--- config.mk ---
export PLATFORM = sky130hd
export DESIGN_NAME = pts_ctrl
export DESIGN_NICKNAME = d
export VERILOG_FILES = /design/src/hw/rtl/pts_pkg.sv /design/src/hw/rtl/pts_slot_ram.sv /design/src/hw/rtl/pts_ctrl.sv
export SDC_FILE = /design/constraint.sdc
export NUM_CORES = 2
export LEC_CHECK = 0
export BUFFER_PORTS_ARGS = -buffer_cell sky130_fd_sc_hd__buf_2
export CAP_MARGIN = 25
export CORE_UTILIZATION = 65
export DETAILED_ROUTE_END_ITERATION = 12
export GPL_ROUTABILITY_DRIVEN = 0
export GPL_TIMING_DRIVEN = 0
export MAX_ROUTING_LAYER = met4
export PLACE_DENSITY = 0.85
export SYNTH_ARGS = -nofsm -noshare
export SYNTH_HDL_FRONTEND = slang
export SYNTH_MEMORY_MAX_BITS = 65536
export SYNTH_SLANG_ARGS = --single-unit
--- constraint.sdc ---
create_clock -name clk_i -period 20.9 [get_ports clk_i]
set_input_delay 4.18 -clock clk_i [delete_from_list [all_inputs] [get_ports clk_i]]
set_output_delay 4.18 -clock clk_i [all_outputs]
set_load 0.05 [all_outputs]
--- src/hw/rtl/pts_pkg.sv ---
// Shared types and codes of the priority task scheduler.
// Used by pts_ctrl and priority_task_scheduler; depends on nothing.
package pts_pkg;

  localparam int unsigned PidW    = 6;
  localparam int unsigned LevelW  = 3;
  localparam int unsigned FuncW   = 3;
  localparam int unsigned StatusW = 2;
  localparam int unsigned SliceW  = 8;
  localparam int unsigned TimeW   = 64;
  localparam int unsigned LiveW   = 6;

  localparam logic [SliceW-1:0] SliceReset = 8'd10;
  localparam logic [PidW-1:0]   NextIdReset = 6'd2;

  // Event codes.
  localparam logic [FuncW-1:0] FnTick    = 3'd0;
  localparam logic [FuncW-1:0] FnYield   = 3'd1;
  localparam logic [FuncW-1:0] FnCreate  = 3'd2;
  localparam logic [FuncW-1:0] FnDestroy = 3'd3;
  localparam logic [FuncW-1:0] FnExit    = 3'd4;

  // Result status codes.
  localparam logic [StatusW-1:0] StOk       = 2'd0;
  localparam logic [StatusW-1:0] StPoolFull = 2'd1;
  localparam logic [StatusW-1:0] StNotFound = 2'd2;

  // Register index of slice_ticks.
  localparam int unsigned RegSliceTicks = 0;

  typedef struct packed {
    logic [PidW-1:0]   target_pid;
    logic [LevelW-1:0] level;
    logic [TimeW-1:0]  now_ticks;
    logic [FuncW-1:0]  func;
  } pts_item_t;

  typedef struct packed {
    logic [TimeW-1:0]   run_total;
    logic [SliceW-1:0]  slice_left;
    logic [LiveW-1:0]   live_tasks;
    logic [PidW-1:0]    created_pid;
    logic               switched;
    logic [PidW-1:0]    running_pid;
    logic [StatusW-1:0] status;
  } pts_res_t;

  // Per-slot scheduling word.
  typedef struct packed {
    logic              queued;
    logic [LevelW-1:0] level;
    logic [PidW-1:0]   pid;
  } pts_meta_t;

  // Per-slot accounting word.
  typedef struct packed {
    logic [TimeW-1:0] runtime;
    logic [TimeW-1:0] last_run;
  } pts_time_t;

endpackage

--- src/hw/rtl/pts_slot_ram.sv ---
// Simple dual-port synchronous RAM with registered read.
// Holds one word per task slot; no dependencies.
module pts_slot_ram #(
  parameter int unsigned Width = 10,
  parameter int unsigned Depth = 32
) (
  input  logic                     clk_i,
  input  logic                     we_i,
  input  logic [$clog2(Depth)-1:0] waddr_i,
  input  logic [Width-1:0]         wdata_i,
  input  logic [$clog2(Depth)-1:0] raddr_i,
  output logic [Width-1:0]         rdata_o
);

  logic [Width-1:0] mem [Depth];

  always_ff @(posedge clk_i) begin
    if (we_i) begin
      mem[waddr_i] <= wdata_i;
    end
  end

  always_ff @(posedge clk_i) begin
    rdata_o <= mem[raddr_i];
  end

endmodule

--- src/hw/rtl/pts_ctrl.sv ---
// Scheduler sequencer: event decode, slot scans, context switch and
// accounting. Depends on pts_pkg and two pts_slot_ram instances.
module pts_ctrl
  import pts_pkg::*;
#(
  parameter int unsigned POOL_SIZE = 32,
  parameter int unsigned LEVELS    = 5
) (
  input  logic              clk_i,
  input  logic              rst_ni,
  input  logic [SliceW-1:0] slice_ticks_i,
  input  logic              item_valid_i,
  output logic              item_ready_o,
  input  pts_item_t         item_i,
  output logic              res_valid_o,
  input  logic              res_ready_i,
  output pts_res_t          res_o
);

  localparam int unsigned SW = $clog2(POOL_SIZE);
  localparam int unsigned CW = $clog2(POOL_SIZE + 1);

  typedef enum logic [3:0] {
    S_INIT, S_IDLE, S_TICK_SUB, S_TICK_ADD, S_CREATE, S_SCAN,
    S_SW_WR, S_SW_LD, S_DONE
  } state_e;

  state_e state_q;

  logic [FuncW-1:0]   func_q;
  logic [TimeW-1:0]   now_q;
  logic [LevelW-1:0]  lvl_q;
  logic [PidW-1:0]    tgt_q;
  logic [SW-1:0]      cur_slot_q;
  logic [PidW-1:0]    cur_pid_q;
  logic [SliceW-1:0]  cur_rem_q;
  logic [TimeW-1:0]   cur_run_q;
  logic [TimeW-1:0]   cur_last_q;
  logic [TimeW-1:0]   delta_q;
  logic [CW-1:0]      slots_used_q;
  logic [PidW-1:0]    next_id_q;
  logic [CW-1:0]      qcount_q;
  logic [SW-1:0]      addr_q;
  logic               issue_q;
  logic               rvld_q;
  logic [SW-1:0]      rslot_q;
  logic               found_q;
  logic [SW-1:0]      best_slot_q;
  logic [LevelW-1:0]  best_lv_q;
  logic [PidW-1:0]    best_pid_q;
  logic [StatusW-1:0] status_q;
  logic               switched_q;
  logic [PidW-1:0]    created_q;

  pts_meta_t          meta_wdata, meta_rdata;
  pts_time_t          time_wdata, time_rdata;
  logic               meta_we, time_we;
  logic [SW-1:0]      meta_waddr, time_waddr;

  logic               is_resched, full, scan_done, take;
  logic [PidW-1:0]    pid_key;
  logic [LevelW-1:0]  lvl_sat;
  logic [SliceW-1:0]  rem_next;

  assign is_resched = (func_q == FnTick) || (func_q == FnYield);
  assign full       = (slots_used_q == CW'(POOL_SIZE));
  assign scan_done  = (state_q == S_SCAN) && !issue_q && !rvld_q;
  assign pid_key    = (func_q == FnDestroy) ? tgt_q : cur_pid_q;
  assign lvl_sat    = ({1'b0, lvl_q} >= 4'(LEVELS)) ? LevelW'(LEVELS - 1) : lvl_q;
  assign rem_next   = (cur_rem_q == '0) ? '0 : cur_rem_q - 1'b1;

  // Reschedule keeps the first slot seen at a strictly higher level while
  // scanning downward, which yields the newest slot at the top level.
  // Destroy and exit keep the lowest level in the same way, among pid matches.
  always_comb begin
    take = 1'b0;
    if (rvld_q && meta_rdata.queued) begin
      if (is_resched) begin
        take = !found_q || (meta_rdata.level > best_lv_q);
      end else begin
        take = (meta_rdata.pid == pid_key) && (!found_q || (meta_rdata.level < best_lv_q));
      end
    end
  end

  always_comb begin
    meta_we    = 1'b0;
    meta_waddr = best_slot_q;
    meta_wdata = '{queued: 1'b0, level: best_lv_q, pid: best_pid_q};
    time_we    = 1'b0;
    time_waddr = cur_slot_q;
    time_wdata = '{runtime: cur_run_q, last_run: cur_last_q};
    case (state_q)
      S_INIT: begin
        meta_we    = 1'b1;
        meta_waddr = '0;
        meta_wdata = '{queued: 1'b1, level: '0, pid: '0};
      end
      S_CREATE: begin
        meta_we    = !full;
        meta_waddr = slots_used_q[SW-1:0];
        meta_wdata = '{queued: 1'b1, level: lvl_sat, pid: next_id_q};
        time_we    = !full;
        time_waddr = slots_used_q[SW-1:0];
        time_wdata = '{runtime: '0, last_run: now_q};
      end
      S_SCAN: begin
        meta_we = scan_done && !is_resched && found_q;
      end
      S_SW_WR: begin
        time_we = 1'b1;
      end
      default: begin
      end
    endcase
  end

  pts_slot_ram #(.Width($bits(pts_meta_t)), .Depth(POOL_SIZE)) u_meta_ram (
    .clk_i   (clk_i),
    .we_i    (meta_we),
    .waddr_i (meta_waddr),
    .wdata_i (meta_wdata),
    .raddr_i (addr_q),
    .rdata_o (meta_rdata)
  );

  pts_slot_ram #(.Width($bits(pts_time_t)), .Depth(POOL_SIZE)) u_time_ram (
    .clk_i   (clk_i),
    .we_i    (time_we),
    .waddr_i (time_waddr),
    .wdata_i (time_wdata),
    .raddr_i (best_slot_q),
    .rdata_o (time_rdata)
  );

  always_ff @(posedge clk_i or negedge rst_ni) begin
    if (!rst_ni) begin
      state_q      <= S_INIT;
      func_q       <= FnTick;
      now_q        <= '0;
      lvl_q        <= '0;
      tgt_q        <= '0;
      cur_slot_q   <= '0;
      cur_pid_q    <= '0;
      cur_rem_q    <= SliceReset;
      cur_run_q    <= '0;
      cur_last_q   <= '0;
      delta_q      <= '0;
      slots_used_q <= CW'(1);
      next_id_q    <= NextIdReset;
      qcount_q     <= CW'(1);
      addr_q       <= '0;
      issue_q      <= 1'b0;
      rvld_q       <= 1'b0;
      rslot_q      <= '0;
      found_q      <= 1'b0;
      best_slot_q  <= '0;
      best_lv_q    <= '0;
      best_pid_q   <= '0;
      status_q     <= StOk;
      switched_q   <= 1'b0;
      created_q    <= '0;
    end else begin
      case (state_q)
        S_INIT: begin
          state_q <= S_IDLE;
        end
        S_IDLE: begin
          if (item_valid_i) begin
            func_q     <= item_i.func;
            now_q      <= item_i.now_ticks;
            lvl_q      <= item_i.level;
            tgt_q      <= item_i.target_pid;
            status_q   <= StOk;
            switched_q <= 1'b0;
            created_q  <= '0;
            found_q    <= 1'b0;
            addr_q     <= SW'(slots_used_q - 1'b1);
            issue_q    <= 1'b1;
            rvld_q     <= 1'b0;
            case (item_i.func)
              FnTick:    state_q <= S_TICK_SUB;
              FnYield:   state_q <= S_SCAN;
              FnCreate:  state_q <= S_CREATE;
              FnDestroy: state_q <= S_SCAN;
              FnExit:    state_q <= S_SCAN;
              default:   state_q <= S_DONE;
            endcase
          end
        end
        S_TICK_SUB: begin
          delta_q <= now_q - cur_last_q;
          state_q <= S_TICK_ADD;
        end
        S_TICK_ADD: begin
          cur_run_q  <= cur_run_q + delta_q;
          cur_last_q <= now_q;
          cur_rem_q  <= rem_next;
          state_q    <= (rem_next == '0) ? S_SCAN : S_DONE;
        end
        S_CREATE: begin
          if (full) begin
            status_q <= StPoolFull;
          end else begin
            created_q    <= next_id_q;
            next_id_q    <= next_id_q + 1'b1;
            slots_used_q <= slots_used_q + 1'b1;
            qcount_q     <= qcount_q + 1'b1;
          end
          state_q <= S_DONE;
        end
        S_SCAN: begin
          rvld_q  <= issue_q;
          rslot_q <= addr_q;
          if (issue_q) begin
            if (addr_q == '0) begin
              issue_q <= 1'b0;
            end else begin
              addr_q <= addr_q - 1'b1;
            end
          end
          if (take) begin
            found_q     <= 1'b1;
            best_slot_q <= rslot_q;
            best_lv_q   <= meta_rdata.level;
            best_pid_q  <= meta_rdata.pid;
          end
          if (scan_done) begin
            if (is_resched) begin
              if (found_q && (best_slot_q != cur_slot_q)) begin
                switched_q <= 1'b1;
                state_q    <= S_SW_WR;
              end else begin
                state_q <= S_DONE;
              end
            end else begin
              if (found_q) begin
                qcount_q <= qcount_q - 1'b1;
              end else begin
                status_q <= StNotFound;
              end
              state_q <= S_DONE;
            end
          end
        end
        S_SW_WR: begin
          // The outgoing slot is written while the incoming slot is read.
          state_q <= S_SW_LD;
        end
        S_SW_LD: begin
          cur_slot_q <= best_slot_q;
          cur_pid_q  <= best_pid_q;
          cur_rem_q  <= slice_ticks_i;
          cur_run_q  <= time_rdata.runtime;
          cur_last_q <= time_rdata.last_run;
          state_q    <= S_DONE;
        end
        S_DONE: begin
          if (res_ready_i) begin
            state_q <= S_IDLE;
          end
        end
        default: begin
          state_q <= S_IDLE;
        end
      endcase
    end
  end

  assign item_ready_o = (state_q == S_IDLE);
  assign res_valid_o  = (state_q == S_DONE);

  always_comb begin
    res_o             = '0;
    res_o.status      = status_q;
    res_o.running_pid = cur_pid_q;
    res_o.switched    = switched_q;
    res_o.created_pid = created_q;
    res_o.live_tasks  = LiveW'(qcount_q);
    res_o.slice_left  = cur_rem_q;
    res_o.run_total   = cur_run_q;
  end

  a_qcount_bound: assert property (@(posedge clk_i) disable iff (!rst_ni)
    qcount_q <= slots_used_q)
    else $error("queued count exceeds used slots");

  a_cur_in_range: assert property (@(posedge clk_i) disable iff (!rst_ni)
    CW'(cur_slot_q) < slots_used_q)
    else $error("current slot beyond used slots");

  a_switch_new_slot: assert property (@(posedge clk_i) disable iff (!rst_ni)
    state_q == S_SW_LD |-> found_q && (best_slot_q != cur_slot_q) && switched_q)
    else $error("switch without a new pick");

  a_scan_no_write_busy: assert property (@(posedge clk_i) disable iff (!rst_ni)
    (state_q == S_SCAN && issue_q) |-> !meta_we)
    else $error("slot table written during a scan");

endmodule
==> results by group, run 1 <==
Clocking
  • CTS buffer count: approximately 450
  • Post-CTS Setup Repair Bufs: 0
  • CTS max path bufs: 4
  • H-Tree Depth: 5
  • Post_cts resized: 0
  • Root Buffer Master: clkbuf_16
  • Hold buffer count at cts: 0
  • Clock net sink count: 4,899

Logic synthesis
  • FFs w/ async S/R, synth: 7.04%
  • Syn nets: approximately 9,900
  • Seq/Total Area, Yosys: around three quarters
  • Synth Flop Type: edfxtp_1
  • Mapped Cells: about 9,600
  • Distinct cells, synth: 76
  • Mapped Avg Cell Area: 20.1 um2
  • Post-synth EDFFs: between 4,000 and 5,000
  • Ys Warns: 0
  • Post-synth design cell area: just under 200,000 um2
  • #FFs+latches synth: 4,899

Run status
  • Stopped at: 5_1_grt
  • Status: aborted with a tool error
  • Stop err: [ERROR GRT-0232] Routing congestion too high. Check the congestion heatmap in the GUI.

Floorplan
  • Effective utilization at floorplan: approximately two thirds
  • Std cell rows: just under 200
  • Ports: approximately 180
  • Die extent in x: around 550 um
  • Die height: about 550 um

Place
  • Hpwl dp: between 300,000 and 400,000 um
  • Input/output buffers: roughly 180

Global routing
  • All-layer global routing usage: between 50% and 60%
  • Initial antenna violation count: 170
  • GRT overflow: roughly 120
  • Pin count of the biggest net entering global routing: roughly 120
## layer usage
layer / GRT usage [%] / GRT overflow
met1: 59.2 / 6
met2: 77.6 / 48
met3: 42.4 / 17
met4: 52.0 / 47
met5: - / -
## Yosys cell counts, types with 9 or more instances
cell | n | area [um2]
nand3_1 | 34 | 170
nor2_1 | 276 | 1040
buf_1 | 124 | 465
ha_1 | 138 | 1730
o31ai_1 | 20 | 150
a31oi_1 | 16 | 100
a211oi_1 | 17 | 128
o221ai_1 | 24 | 210
a21o_1 | 84 | 631
xor2_1 | 57 | 499
o22ai_1 | 29 | 181
and3_1 | 17 | 106
o21a_1 | 23 | 173
mux4_2 | 1320 | 29700
o21ai_0 | 385 | 1930
nand2b_1 | 12 | 75.1
mux2_2 | 145 | 1630
or3_1 | 14 | 87.6
nand4_1 | 48 | 300
edfxtp_1 | 4416 | 133000
nor3_1 | 32 | 160
mux2i_1 | 161 | 1610
a21oi_1 | 256 | 1280
dfxtp_1 | 138 | 2760
nand2_1 | 658 | 2470
o31a_1 | 9 | 78.8
o21bai_1 | 32 | 240
xnor2_1 | 90 | 788
inv_1 | 118 | 443
clkbuf_1 | 400 | 1500
dfrtp_1 | 340 | 8510
and2_1 | 71 | 444
## logic make-up after synthesis
kind of cell	count (synthesis)	share of synthesized area, %
flip-flops	4899	74.5
multiplexers	1626	17.0
AND/OR/NAND/NOR	1214	2.70
AO/OA/AOI/OAI	967	2.96
buffers and inverters	644	1.25
XOR/XNOR	147	0.666
adder cells (fa/ha/maj)	141	0.924
## metrics by stage
stage	setup WS, ns	util, %	instance area [um2]	std cells
after floorplan	13.22	-	193000	9638
after global placement	4.12	67.5	199000	13700
after detailed placement	14.28	69.7	206000	14000
after CTS	13.38	74.9	221000	14900
==> run 2, diff against run 1 <==
Settings changed: CORE_UTILIZATION 65 to 40, MAX_ROUTING_LAYER met4 to unset, PLACE_DENSITY 0.85 to unset, PLACE_DENSITY_LB_ADDON set to 0.15.
==> run 2 against run 1 <==
Compared with the run above: the flow now finishes without violations; synthesized cell count stayed put; area after synthesis stayed put.
==> results by group, run 2 <==
Critical path
  • Critical path launch point type: register
  • R2R depth: 13
  • Critical path class: register to output port
  • R2r endpoint: cur_run_q[56]
  • CP cell instances: clkbuf_1 > clkbuf_2 > nor3_1 > nand2_1 > inv_1 > buf_2
  • Delay-heaviest family, CP: buffers and inverters
  • CP Capture Type: output port
  • Biggest cell delay along the critical path: 0.52 ns
  • Slowest CP cell: clkbuf_2
  • Crit path DAT: approximately 3.3 ns
  • Reg2reg setup slack: about 16 ns
  • Buf/Inv on CP: 4
  • Origin of the critical flop-to-flop path: cur_run_q[1]
  • Crit-path max FO: 10
  • WP data required: 16.72 ns

Clocking
  • Root Buffer Master: clkbuf_16 (unchanged)
  • Post_cts resized: 0 (unchanged)
  • CTS buffer count: 531 (was 451)
  • H-Tree Depth: 6 (was 5)
  • Post-CTS Setup Repair Bufs: 0 (unchanged)
  • CTS tree: done
  • Later-pin clock latency in the skew report: about 1.1 ns
  • CTS max path bufs: 4 (unchanged)
  • Hold buffer count at cts: 0 (unchanged)
  • Clk slew on worst S/H paths: ~0.060 ns
  • Clock net sink count: 4,899 (unchanged)

STA
  • Unrepaired setup endpoints after global routing: false
  • Peak Freq: between 0.1 and 0.15 GHz
  • Max Slew Vio Count: 0
  • Slew headroom: about 25%
  • Clock period minus worst slack: 7.46 ns
  • Worst slew pin tran: ~1.1 ns
  • Final TNS setup: 0 ns
  • Setup violators final: 0
  • Final Hold Fails: 0
  • Clock skew: about 0.056 ns
  • Fin crit share: 35.7%

Worst hold path
  • Worst hold path endpoint: qcount_q[5]
  • Worst Hold Class: register to register
  • Min-Delay Startpoint: qcount_q[5]
  • Hold path cells: 1

Power
  • Worst VDD drop: 0.000126 V
  • Cell-internal power: around 22 mW
  • Tot Pwr: around 32 mW
  • Logic pwr share: ~33%
  • Switching Share: 33.3%
  • Clock group share of total power: 28.3%
  • Reg power frac: between 30% and 40%
  • P_leak: approximately 75 nW
  • PD cells: 141 nW/um2
  • Psw: around 11 mW

Final layout
  • Layout cells sized above 1: roughly 27%
  • Commonest non-fill, non-tap cell in the layout: edfxtp_1
  • Biggest regs: u_time_ram.mem: 4096 flops, u_meta_ram.mem: 320 flops, u_time_ram.rdata_o: 128 flops
  • Fill count: around 40,000
  • Most frequent cells in the layout: edfxtp_1, mux4_2, nand2_1
  • Max reg flops: just over 4,000
  • Sequential standard cell area: between 100,000 and 150,000 um2
  • Register with the most flip-flops: u_time_ram.mem
  • Area Growth Syn to Fin: 18.9%
  • Area of the multi-input gates: around 48,000 um2
  • # nets final: 11,100

Logic synthesis
  • Distinct cells, synth: 76 (unchanged)
  • Main area contributors after synthesis: edfxtp_1, mux4_2, dfrtp_1 (unchanged)
  • Post-synth EDFFs: 4,416 (unchanged)
  • #FFs+latches synth: 4,899 (unchanged)
  • FFs w/ async S/R, synth: 7.04% (unchanged)
  • Cell taking the most area after synthesis: edfxtp_1 (unchanged)
  • Mapped Avg Cell Area: 20.1 um2 (unchanged)
  • Ys Warns: 0 (unchanged)
  • Syn nets: 9,867 (unchanged)
  • Commonest cells in the netlist: edfxtp_1, mux4_2, nand2_1 (unchanged)
  • Seq/Total Area, Yosys: 74.5% (unchanged)
  • Most frequent cell after synthesis: edfxtp_1 (unchanged)
  • Mapped Cells: 9,638 (unchanged)
  • Synth Flop Type: edfxtp_1 (unchanged)
  • Post-synth design cell area: 193,000 um2 (unchanged)
  • Yosys top cell area share: 68.6% (unchanged)

Floorplan
  • Area of the die: roughly 500,000 um2
  • Effective utilization at floorplan: 40.1% (was 65.6%)
  • Std cell rows: 255 (was 199)
  • Core box area: between 400,000 and 500,000 um2
  • Die extent in x: 697 um (was 548 um)
  • Die height: 697 um (was 548 um)
  • Ports: 183 (unchanged)

Global routing
  • All-layer global routing usage: a little under a quarter
  • Met2 usage: 38.1%
  • Met1 usage: 32.7%
  • Initial antenna violation count: 66
  • Most used routing layer: met2
  • Pin count of the biggest net entering global routing: 120
  • Number of global-route vias before repair: around 100k
  • GRT overflow: 0
  • Met3 GRT Util: just over 4%
  • First-pass GRT wire length: roughly 800,000 um

Place
  • Hpwl dp: 402,000 um (was 374,000 um)
  • Input/output buffers: 182 (unchanged)

Detailed routing
  • # DRC: 0
  • Pre-Repair DR Iteration Count: 6
  • Routed wire length: ~580,000 um
  • Routed via count: between 100k and 150k
  • Drt via density: approximately 5.7
  • Routed Antenna Nets: 0
  • DR WL/cell: 32.7 um
  • Drt first-iter violations: about 12,000

Run status
  • Status: completed (was aborted with a tool error)

Flow run
  • Max Cap Viol: 0
## run 2: cell counts after synthesis
Identical to the previous run, type by type.
## run 2: area by class of cell
type,count,area share [%]
Antenna cell,39,0.0425
Buffer,525,0.879
Clock buffer,692,6.29
Clock inverter,263,1.06
Inverter,119,0.194
Multi-Input combinational cell,4095,20.7
Sequential cell,4899,62.6
Tap cell,6425,3.50
Timing Repair Buffer,717,4.71
## run 2: per-layer routing
| metal | part of all wire [%] | vias up | wire (um) |
|---|---|---|---|
| met1 | 41 | 55100 | 241000 |
| met3 | 7.3 | 790 | 42600 |
| met5 | 0.0046 | - | 27 |
| met4 | 3.2 | 4 | 18600 |
| li1 | - | 42000 | - |
| met2 | 48 | 4153 | 280000 |
## run 2: power by group through the flow
stage | Clock, mW | Combinational (mW) | Sequential (mW)
2_1_floorplan | 0 | 5.94 | 12.8
3_3_place_gp | 0 | 9.51 | 13.0
3_5_place_dp | 0 | 10.3 | 12.9
4_1_cts | 9.32 | 10.4 | 12.7
5_1_grt | 9.68 | 11.2 | 12.7
6_report | 9.17 | 10.6 | 12.7
## run 2: worst max-delay path by stage
| stage | start | to | slack, ns | cells after the start |
|---|---|---|---|---|
| 3_5_place_dp | item_valid_i | now_q[1] | 14.05 | 6 |
| 2_1_floorplan | state_q[0] | u_time_ram.mem[17][0] | 13.22 | 8 |
| 4_1_cts | state_q[2] | res_valid_o | 13.37 | 6 |
| 5_1_grt | state_q[2] | res_valid_o | 13.30 | 6 |
| 6_report | state_q[2] | res_valid_o | 13.44 | 6 |
| 3_3_place_gp | state_q[0] | u_time_ram.mem[6][73] | 2.01 | 7 |
## run 2: logic make-up (layout without fill, tap and decap cells)
logic type	Yosys count	after routing	share of synthesized area, %
adder cells (fa/ha/maj)	141	141	0.924
multiplexers	1626	1626	17.0
other	0	39	0
AND/OR/NAND/NOR	1214	1214	2.70
flip-flops	4899	4899	74.5
buffers and inverters	644	2316	1.25
AO/OA/AOI/OAI	967	967	2.96
XOR/XNOR	147	147	0.666
## run 2: metrics by stage
step | hold WS, ns | area, um2 | utilization (%) | instances | setup slack, ns
3_3_place_gp | 0.458 | 202000 | 42.0 | 16200 | 2.01
6_report | 0.468 | 230000 | 47.7 | 17800 | 13.44
4_1_cts | 0.472 | 228000 | 47.4 | 17700 | 13.37
3_5_place_dp | 0.460 | 211000 | 43.9 | 16700 | 14.05
2_1_floorplan | 0.437 | 193000 | - | 9638 | 13.22
5_1_grt | 0.489 | 230000 | 47.7 | 17700 | 13.30
## run 2: worst reg2reg max path, stage by stage, from the launching register on
cell and delay, ns:
dfrtp_1 0.78, fa_1 0.39, a211oi_1 0.12, o21a_1 0.20, o32ai_1 0.60, a41oi_1 0.36, o21ai_0 0.48, a21oi_1 0.26
o41ai_1 0.69, a221o_2 0.34, a41o_2 0.25, a21oi_1 0.09, xor2_1 0.21, a21oi_1 0.11
(Power assumes the default switching activity.)
